File: src/rtl/pda_pkg.sv
package pda_pkg;

  // Stack geometry
  localparam int unsigned STACK_DEPTH = 64;
  localparam int unsigned PTR_W       = $clog2(STACK_DEPTH + 1);
  localparam int unsigned ADDR_W      = $clog2(STACK_DEPTH);
  localparam int unsigned BANK_W      = ADDR_W - 1;
  localparam int unsigned BANK_DEPTH  = STACK_DEPTH / 2;
  localparam int unsigned LEVEL_W     = 7;

  // Stack symbol codes
  typedef logic [3:0] sym_t;
  localparam sym_t SYM_PCT = 4'd0;
  localparam sym_t SYM_DOL = 4'd1;
  localparam sym_t SYM_X   = 4'd2;
  localparam sym_t SYM_Y   = 4'd3;
  localparam sym_t SYM_Z   = 4'd4;
  localparam sym_t SYM_A   = 4'd5;
  localparam sym_t SYM_U   = 4'd6;
  localparam sym_t SYM_G   = 4'd7;
  localparam sym_t SYM_C   = 4'd8;
  localparam sym_t SYM_RP  = 4'd9;

  // Input characters
  localparam logic [7:0] CH_A   = 8'h61;
  localparam logic [7:0] CH_U   = 8'h75;
  localparam logic [7:0] CH_G   = 8'h67;
  localparam logic [7:0] CH_C   = 8'h63;
  localparam logic [7:0] CH_END = 8'h24;
  localparam logic [7:0] CH_LP  = 8'h28;
  localparam logic [7:0] CH_RP  = 8'h29;

  // Run status codes
  localparam logic [1:0] ST_RUN  = 2'd0;
  localparam logic [1:0] ST_OK   = 2'd1;
  localparam logic [1:0] ST_FAIL = 2'd2;

  // Request codes
  localparam logic REQ_FEED    = 1'b0;
  localparam logic REQ_RESTART = 1'b1;

  // Language codes
  localparam logic LANG_HAIRPIN = 1'b0;
  localparam logic LANG_BRACKET = 1'b1;

  typedef struct packed {
    logic       req_type;
    logic [7:0] symbol;
  } in_t;

  typedef struct packed {
    logic [1:0]         status;
    logic [LEVEL_W-1:0] stack_level;
  } out_t;

  // Decoded rule: pop top, push len symbols (push[0] deepest)
  typedef struct packed {
    logic            hit;
    logic            win;
    logic [1:0]      len;
    sym_t [2:0]      push;
  } rule_t;

  function automatic rule_t rule_lookup(input logic lang, input logic [7:0] ch,
                                        input sym_t top);
    rule_t r;
    logic  is_base;
    sym_t  comp;
    r       = '0;
    is_base = 1'b1;
    comp    = SYM_PCT;
    unique case (ch)
      CH_A:    comp = SYM_U;
      CH_U:    comp = SYM_A;
      CH_G:    comp = SYM_C;
      CH_C:    comp = SYM_G;
      default: is_base = 1'b0;
    endcase
    if (lang == LANG_BRACKET) begin
      unique case (top)
        SYM_DOL: begin
          if (ch == CH_LP) begin
            r.hit = 1'b1; r.len = 2'd1; r.push[0] = SYM_RP;
          end
        end
        SYM_PCT: begin
          if (ch == CH_LP) begin
            r.hit = 1'b1; r.len = 2'd2; r.push[0] = SYM_PCT; r.push[1] = SYM_RP;
          end else if (ch == CH_END) begin
            r.hit = 1'b1; r.win = 1'b1;
          end
        end
        SYM_RP: begin
          if (ch == CH_LP) begin
            r.hit = 1'b1; r.len = 2'd2; r.push[0] = SYM_RP; r.push[1] = SYM_RP;
          end else if (ch == CH_RP) begin
            r.hit = 1'b1;
          end
        end
        default: r.hit = 1'b0;
      endcase
    end else begin
      unique case (top)
        SYM_DOL: begin
          r.hit = is_base; r.len = 2'd2; r.push[0] = comp; r.push[1] = SYM_X;
        end
        SYM_X: begin
          r.hit = is_base; r.len = 2'd2; r.push[0] = comp; r.push[1] = SYM_Y;
        end
        SYM_Y: begin
          r.hit = is_base; r.len = 2'd3;
          r.push[0] = comp; r.push[1] = SYM_Z; r.push[2] = SYM_G;
        end
        SYM_Z: begin
          r.hit = (ch == CH_A) || (ch == CH_C);
          r.len = 2'd2; r.push[0] = SYM_A; r.push[1] = SYM_A;
        end
        SYM_A:   r.hit = (ch == CH_A);
        SYM_U:   r.hit = (ch == CH_U);
        SYM_G:   r.hit = (ch == CH_G);
        SYM_C:   r.hit = (ch == CH_C);
        SYM_PCT: begin
          r.hit = (ch == CH_END); r.win = 1'b1;
        end
        default: r.hit = 1'b0;
      endcase
    end
    return r;
  endfunction

endpackage

File: src/rtl/pushdown_recognizer.sv
// Pushdown recognizer, one character per word on the input channel.
// Input word: req_type (0 feed symbol, 1 restart) and an ASCII symbol.
// Output word: status (0 in progress, 1 success, 2 fail) and the stack
// level after the step. Every input word yields exactly one output word.
// Config channel: one write-only bit, language_select (0 RNA hairpin rules,
// 1 parenthesis rules); write it only while the block is idle.
// Output: each result is registered into the output buffer on acceptance.
// Throughput: one word per cycle while in_ready_o is high. The top two stack
// entries live in flops and the stack body in two 32-entry banks (even/odd
// entries), so a push of three spills two entries in the same cycle and a
// pop reads the entry three below the top, which is ready by the next step.
// Reset: stack holds '%' then '$', level 2, status in progress, language 0.
// No clearing pass; bank entries are only read after a spill wrote them.
// Stall: a two-word output buffer lets one more word in while a result
// waits; in_ready_o drops only when both slots hold undelivered results.
module pushdown_recognizer (
  input  logic          clk_i,
  input  logic          rst_ni,
  input  logic          cfg_valid_i,
  output logic          cfg_ready_o,
  input  logic          cfg_data_i,
  input  logic          in_valid_i,
  output logic          in_ready_o,
  input  pda_pkg::in_t  in_data_i,
  output logic          out_valid_o,
  input  logic          out_ready_i,
  output pda_pkg::out_t out_data_o
);
  import pda_pkg::*;

  // Architectural state
  logic             lang_q;
  logic [1:0]       status_q, status_d;
  logic [PTR_W-1:0] sp_q, sp_d;
  sym_t             top_q, top_d;      // entry sp-1
  sym_t             below_q, below_d;  // entry sp-2
  sym_t             deep_q, deep_d;    // entry sp-3 when not taken from the banks
  logic             deep_ram_q, deep_ram_d;

  // Stack body banks
  sym_t             even_mem [BANK_DEPTH];
  sym_t             odd_mem  [BANK_DEPTH];
  sym_t             even_rd_q, odd_rd_q;
  logic             rd_par_q;

  // Output buffer
  out_t             out_q, skid_q, res;
  logic             out_valid_q, skid_valid_q;

  logic             accept, step, restart, pop_out;
  rule_t            rule;
  logic [PTR_W:0]   sp_after;
  logic             can_run, ok;
  sym_t             deep_eff;
  logic [ADDR_W-1:0] wa_addr, wb_addr, rd_addr;
  logic             wa_en, wb_en, rd_en;
  logic             even_we, odd_we;
  logic [BANK_W-1:0] even_idx, odd_idx;
  sym_t             even_wdata, odd_wdata;

  assign cfg_ready_o = 1'b1;
  assign in_ready_o  = !skid_valid_q;
  assign accept      = in_valid_i && in_ready_o;
  assign step        = accept && (in_data_i.req_type == REQ_FEED);
  assign restart     = accept && (in_data_i.req_type == REQ_RESTART);
  assign pop_out     = out_valid_q && out_ready_i;

  assign deep_eff = deep_ram_q ? (rd_par_q ? odd_rd_q : even_rd_q) : deep_q;

  assign rule     = rule_lookup(lang_q, in_data_i.symbol, top_q);
  assign sp_after = {1'b0, sp_q} - (PTR_W+1)'(1) + (PTR_W+1)'(rule.len);
  assign can_run  = (status_q == ST_RUN) && (sp_q != '0);
  assign ok       = can_run && rule.hit && (sp_after <= (PTR_W+1)'(STACK_DEPTH));

  // Spill addresses: old second entry, and the deepest pushed symbol
  assign wa_addr = ADDR_W'(sp_q - PTR_W'(2));
  assign wb_addr = ADDR_W'(sp_q - PTR_W'(1));
  assign rd_addr = ADDR_W'(sp_q - PTR_W'(4));
  assign wa_en   = step && ok && (rule.len >= 2'd2);
  assign wb_en   = step && ok && (rule.len == 2'd3);
  assign rd_en   = step && ok && (rule.len == 2'd0);

  always_comb begin
    even_we    = 1'b0;
    odd_we     = 1'b0;
    even_idx   = wa_addr[ADDR_W-1:1];
    odd_idx    = wa_addr[ADDR_W-1:1];
    even_wdata = below_q;
    odd_wdata  = below_q;
    if (wa_en) begin
      if (wa_addr[0]) odd_we = 1'b1;
      else even_we = 1'b1;
    end
    if (wb_en) begin
      if (wb_addr[0]) begin
        odd_we    = 1'b1;
        odd_idx   = wb_addr[ADDR_W-1:1];
        odd_wdata = rule.push[0];
      end else begin
        even_we    = 1'b1;
        even_idx   = wb_addr[ADDR_W-1:1];
        even_wdata = rule.push[0];
      end
    end
  end

  always_ff @(posedge clk_i) begin
    if (even_we) even_mem[even_idx] <= even_wdata;
    if (odd_we) odd_mem[odd_idx] <= odd_wdata;
    if (rd_en) begin
      even_rd_q <= even_mem[rd_addr[ADDR_W-1:1]];
      odd_rd_q  <= odd_mem[rd_addr[ADDR_W-1:1]];
      rd_par_q  <= rd_addr[0];
    end
  end

  // Step: update status, pointer and the cached top entries
  always_comb begin
    status_d   = status_q;
    sp_d       = sp_q;
    top_d      = top_q;
    below_d    = below_q;
    deep_d     = deep_eff;
    deep_ram_d = 1'b0;
    if (restart) begin
      status_d = ST_RUN;
      sp_d     = PTR_W'(2);
      top_d    = SYM_DOL;
      below_d  = SYM_PCT;
    end else if (step) begin
      if (ok) begin
        status_d = rule.win ? ST_OK : ST_RUN;
        sp_d     = sp_after[PTR_W-1:0];
        unique case (rule.len)
          2'd0: begin
            top_d      = below_q;
            below_d    = deep_eff;
            deep_ram_d = 1'b1;
          end
          2'd1: top_d = rule.push[0];
          2'd2: begin
            top_d   = rule.push[1];
            below_d = rule.push[0];
            deep_d  = below_q;
          end
          2'd3: begin
            top_d   = rule.push[2];
            below_d = rule.push[1];
            deep_d  = rule.push[0];
          end
          default: top_d = top_q;
        endcase
      end else begin
        status_d   = ST_FAIL;
        deep_d     = deep_q;
        deep_ram_d = deep_ram_q;
      end
    end else begin
      deep_d     = deep_q;
      deep_ram_d = deep_ram_q;
    end
  end

  assign res.status      = status_d;
  assign res.stack_level = LEVEL_W'(sp_d);

  always_ff @(posedge clk_i or negedge rst_ni) begin
    if (!rst_ni) begin
      lang_q     <= LANG_HAIRPIN;
      status_q   <= ST_RUN;
      sp_q       <= PTR_W'(2);
      top_q      <= SYM_DOL;
      below_q    <= SYM_PCT;
      deep_q     <= SYM_PCT;
      deep_ram_q <= 1'b0;
    end else begin
      if (cfg_valid_i && cfg_ready_o) lang_q <= cfg_data_i;
      status_q   <= status_d;
      sp_q       <= sp_d;
      top_q      <= top_d;
      below_q    <= below_d;
      deep_q     <= deep_d;
      deep_ram_q <= deep_ram_d;
    end
  end

  // Two-word output buffer
  always_ff @(posedge clk_i or negedge rst_ni) begin
    if (!rst_ni) begin
      out_valid_q  <= 1'b0;
      skid_valid_q <= 1'b0;
    end else begin
      if (pop_out && accept) begin
        out_valid_q <= 1'b1;
      end else if (pop_out) begin
        out_valid_q  <= skid_valid_q;
        skid_valid_q <= 1'b0;
      end else if (accept) begin
        if (out_valid_q) skid_valid_q <= 1'b1;
        else out_valid_q <= 1'b1;
      end
    end
  end

  always_ff @(posedge clk_i) begin
    if (pop_out && accept) begin
      out_q <= res;
    end else if (pop_out) begin
      out_q <= skid_q;
    end else if (accept) begin
      if (out_valid_q) skid_q <= res;
      else out_q <= res;
    end
  end

  assign out_valid_o = out_valid_q;
  assign out_data_o  = out_q;

endmodule
File: config.mk
export PLATFORM = sky130hd
export DESIGN_NAME = pushdown_recognizer
export DESIGN_NICKNAME = d
export VERILOG_FILES = /design/src/rtl/pda_pkg.sv /design/src/rtl/pushdown_recognizer.sv
export SDC_FILE = /design/constraint.sdc
export NUM_CORES = 1
export LEC_CHECK = 0
export ABC_AREA = 1
export ABC_CLOCK_PERIOD_IN_PS = 15400
export BUFFER_PORTS_ARGS = -buffer_cell sky130_fd_sc_hd__buf_4
export CORE_MARGIN = 3
export CORE_UTILIZATION = 50
export DETAILED_ROUTE_END_ITERATION = 6
export PLACE_DENSITY = 0.66
export SYNTH_ARGS = -nofsm -noshare
export SYNTH_HDL_FRONTEND = slang
export SYNTH_SLANG_ARGS = --single-unit
export TNS_END_PERCENT = 30
File: constraint.sdc
create_clock -name clk_i -period 15.4 [get_ports clk_i]
set_clock_uncertainty 0.1 [all_clocks]
set_input_delay 2.31 -clock clk_i [delete_from_list [all_inputs] [get_ports clk_i]]
set_output_delay 2.31 -clock clk_i [all_outputs]
set_load 0.05 [all_outputs]
==> key figures <==
Drt
  – Top Layer Used: met4
  – Total Routed Length: 33.71 mm
  – Met1 wire length: 14.27 mm
  – Metal3 WL: 2.522 mm
  – Post-DRT Antenna Nets: 0
  – Vias post-DR: 9889
  – Initial DRC Count: 1145
  – Drt drc: 0
  – Metal2 WL: 15.91 mm
  – Drt first pass iters: 5
  – DR WL/cell: 19.78 microns
  – Via density: 5.803

Placement
  – RD Place Congestion: 0.9191
  – DPL Wire Length: 21.20 mm
  – Place WS: 8.073 ns
  – Port-buffer cells: 25

Synthesis
  – Ys async rst share: 8.117%
  – Most numerous cell in the Yosys netlist: edfxtp_1
  – Synthesized Nets: 1328
  – Area share of fa/ha/maj cells after synthesis: 1.756%
  – Post-synth top area share: 60.85%
  – Synth area leader: edfxtp_1
  – Synth Area in Simple Gates: 15.68%
  – Synth Area in Compound Gates: 12.69%
  – Cell Area, Synth: 13970 sq um
  – Synth unique cells: 44
  – Syn Inst Count: 1294
  – Number of synthesized flops with an enable pin: 283
  – Ys flop type: edfxtp_1
  – Mux contribution to synthesized area: 0%
  – Register area share after synthesis: 65.35%
  – Register bit count reported by yosys: 308
  – Ys Warns: 0
  – Largest family of logic cells by synthesized area: simple AND/OR/NAND/NOR gates
  – Area contributors post-synth: edfxtp_1 (61%), nor2_1 (6.7%), o21ai_0 (6.2%), nand2_1 (4.2%), dfrtp_1 (4.1%)
  – Synth Area per Inst: 10.79 sq um
  – Post-Synth XOR/XNOR Area: 0.4390%
  – Synth top cells by count: edfxtp_1 (283), nor2_1 (250), o21ai_0 (172)

STA
  – Setup TNS: 0 ns
  – Slew Limit Fails: 0
  – Fmax: 0.1465 GHz
  – Final critical-path required period: 6.826 ns
  – Final worst slack: 8.574 ns
  – Max-slew headroom: 13.32%
  – Final Hold Viols: 0
  – Final worst path period share: 44.32%
  – Count of final setup violators: 0
  – Unrepaired setup endpoints after global routing: false
  – Final hold slack: 0.4454 ns
  – Worst-margin pin slew: 1.300 ns

Critical path
  – Worst setup SP type: input port
  – Worst setup EP type: flop
  – Kind of critical path: input port to flop
  – CP Data Required Time: 15.42 ns
  – Maximum net fanout on the critical path: 32
  – Arrival @ worst endpoint: 6.85 ns

CTS
  – H-tree depth: 2
  – CTS sink count: 308
  – Worst-Skew Late Latency: 0.51 ns
  – Clock root buffer: clkbuf_16
  – CTS Buf Count: 34
  – Setup repair bufs after CTS: 0
  – CTS resizes: 0
  – Worst-path clk slew: 0.06 ns
  – CTS tree: done
  – Clock buffer depth: 3
  – Hold_buf cts: 0

Floorplanning
  – Core area: 27180 sq um
  – Die X: 173.1 microns
  – Die Height: 173.1 microns
  – Row cnt: 60
  – Starting Density: 51.39%
  – Die ar.: 29970 sq um
  – IO Count: 27

Power and ir drop
  – Internal power: 0.001366 W
  – Cell area power density: 108.5 nW/um^2
  – NetSw: 0.0003270 W
  – Worst VDD drop: 0.06379 mV
  – Switch share: 19.32%
  – Clock power share: 46.2%
  – Comb power frac: 0.6%
  – LEAKAGE: 5.049 nW
  – Reg power frac: 53.2%

Flow run
  – Max Cap Viol: 0

Finish
  – Antenna cells: 0
  – Final net count: 1343
  – P&R area growth vs syn: 11.71%
  – Fillers: 2292
  – Share of cells above drive strength 1: 9.910%
  – Finished Core Util: 57.41%

Worst hold path
  – Min-delay worst type: flop to flop

Run status
  – Status: finished, final reports clean

GRT
  – Global-route wire length before repair: 53.37 mm
  – Initial antenna violation count: 0
  – Vias in the first global route: 9645
  – GRT Residual Overflow: 0
  – Largest net degree at the start of global routing: 99
  – Total global-route track usage: 22.44%
[sequential cells by signal, summed over array words and instances, names as in the netlist, 2 cells and up]
name        flops
out_data_o      9
deep_q          4
status_q        2
skid_q          9
even_rd_q       4
odd_mem       128
below_q         4
top_q           4
even_mem      128
odd_rd_q        4
sp_q            7
[power groups by stage]
| stage | Combinational [W] | Sequential [W] | Clock [W] |
|---|---|---|---|
| floorplan | 0.00000490 | 0.000918 | 0 |
| global placement | 0.0000108 | 0.000918 | 0 |
| detailed placement | 0.0000109 | 0.000918 | 0 |
| CTS | 0.0000109 | 0.000901 | 0.000794 |
| global route | 0.0000120 | 0.000900 | 0.000831 |
| finish | 0.0000108 | 0.000901 | 0.000781 |
[placed cells by master (no fill, tap or decap), drive strengths merged]
cell type	synthesis	layout
dfstp	2	2
a41oi	1	1
o21ai	176	176
clkinv	1	14
xnor2	2	2
o2111ai	1	1
nor2	261	261
ha	18	18
nand4	9	9
o221ai	64	64
o211ai	3	3
or2	3	3
a211oi	1	1
a31oi	16	16
bufinv	0	2
nand3	82	82
o22ai	11	11
a21oi	15	15
o21a	1	1
o2bb2ai	1	1
buf	8	39
nand2	165	165
o21bai	1	1
clkbuf	52	43
a31o	1	1
fa	1	1
edfxtp	283	283
dfrtp	23	23
conb	1	1
inv	86	87
xor2	5	5
[worst max-delay path, stage by stage]
cell     delay, ns
buf_4         0.12
inv_1         0.05
nand2_1       0.07
nor2_1        0.23
nand2_1       0.09
nor2_1        0.14
o21ai_0       0.15
nand2_1       0.25
inv_1         0.13
ha_1          0.28
inv_1         0.06
ha_1          0.19
inv_1         0.07
fa_1          0.39
inv_1         0.09
nand3_1       0.14
nand4_1       0.13
nand2_1       0.07
nor2_2        0.12
nand3_1       0.10
nor2_2        0.26
nand4_2       0.31
o21ai_2       1.09
[logic make-up (layout without fill, tap and decap cells)]
group,count (synthesis),count (layout)
other,1,1
buffers and inverters,147,185
xor gates and xnor gates,7,7
AOI/OAI and AO/OA,292,292
and+or+nand+nor,520,520
DFF,308,308
adders and majority gates,19,19
[path summary, 6_finish.rpt]
kind	start	cells after the start	to	slack, ns
max	in_data_i[4]	23	odd_mem[29][2]$_DFFE_PP_	8.57
min	skid_q[7]$_DFFE_PP_	2	out_data_o[7]$_DFFE_PP_	0.45
max reg2reg	sp_q[1]$_DFF_PN1_	15	odd_mem[29][2]$_DFFE_PP_	9.72
min reg2reg	skid_q[7]$_DFFE_PP_	2	out_data_o[7]$_DFFE_PP_	0.45
max in group asynchronous	rst_ni	1	sp_q[1]$_DFF_PN1_	13.28
min in group asynchronous	rst_ni	1	top_q[3]$_DFFE_PN0P_	1.60
[final cells by class]
class / count / area [sq um] / share of cell area, %
clock buffers: 43 / 925.9 / 5.935
clock inverters: 16 / 155.1 / 0.9945
inverters: 87 / 327.8 / 2.101
multi-input cells: 839 / 4303 / 27.58
flip-flops and latches: 308 / 9131 / 58.53
well taps: 372 / 465.4 / 2.983
repair buffers: 39 / 292.8 / 1.877
[per-layer routing]
| layer | global-route usage (%) | vias to the layer above |
|---|---|---|
| li1 | - | 4669 |
| met1 | 30.89 | 4769 |
| met2 | 36.42 | 384 |
| met3 | 4.128 | 67 |
| met4 | 7.365 | 0 |
| met5 | 0 | - |
[stage by stage]
step	instance area, sq um	total power (W)	instances
after floorplan	13970	0.0009228	1294
after global placement	14520	0.0009288	1645
after detailed placement	14520	0.0009290	1645
after CTS	15600	0.001706	1704
after global routing	15600	0.001743	1704
final	15600	0.001693	1704
No activity file was read; power rests on OpenSTA's default activity.
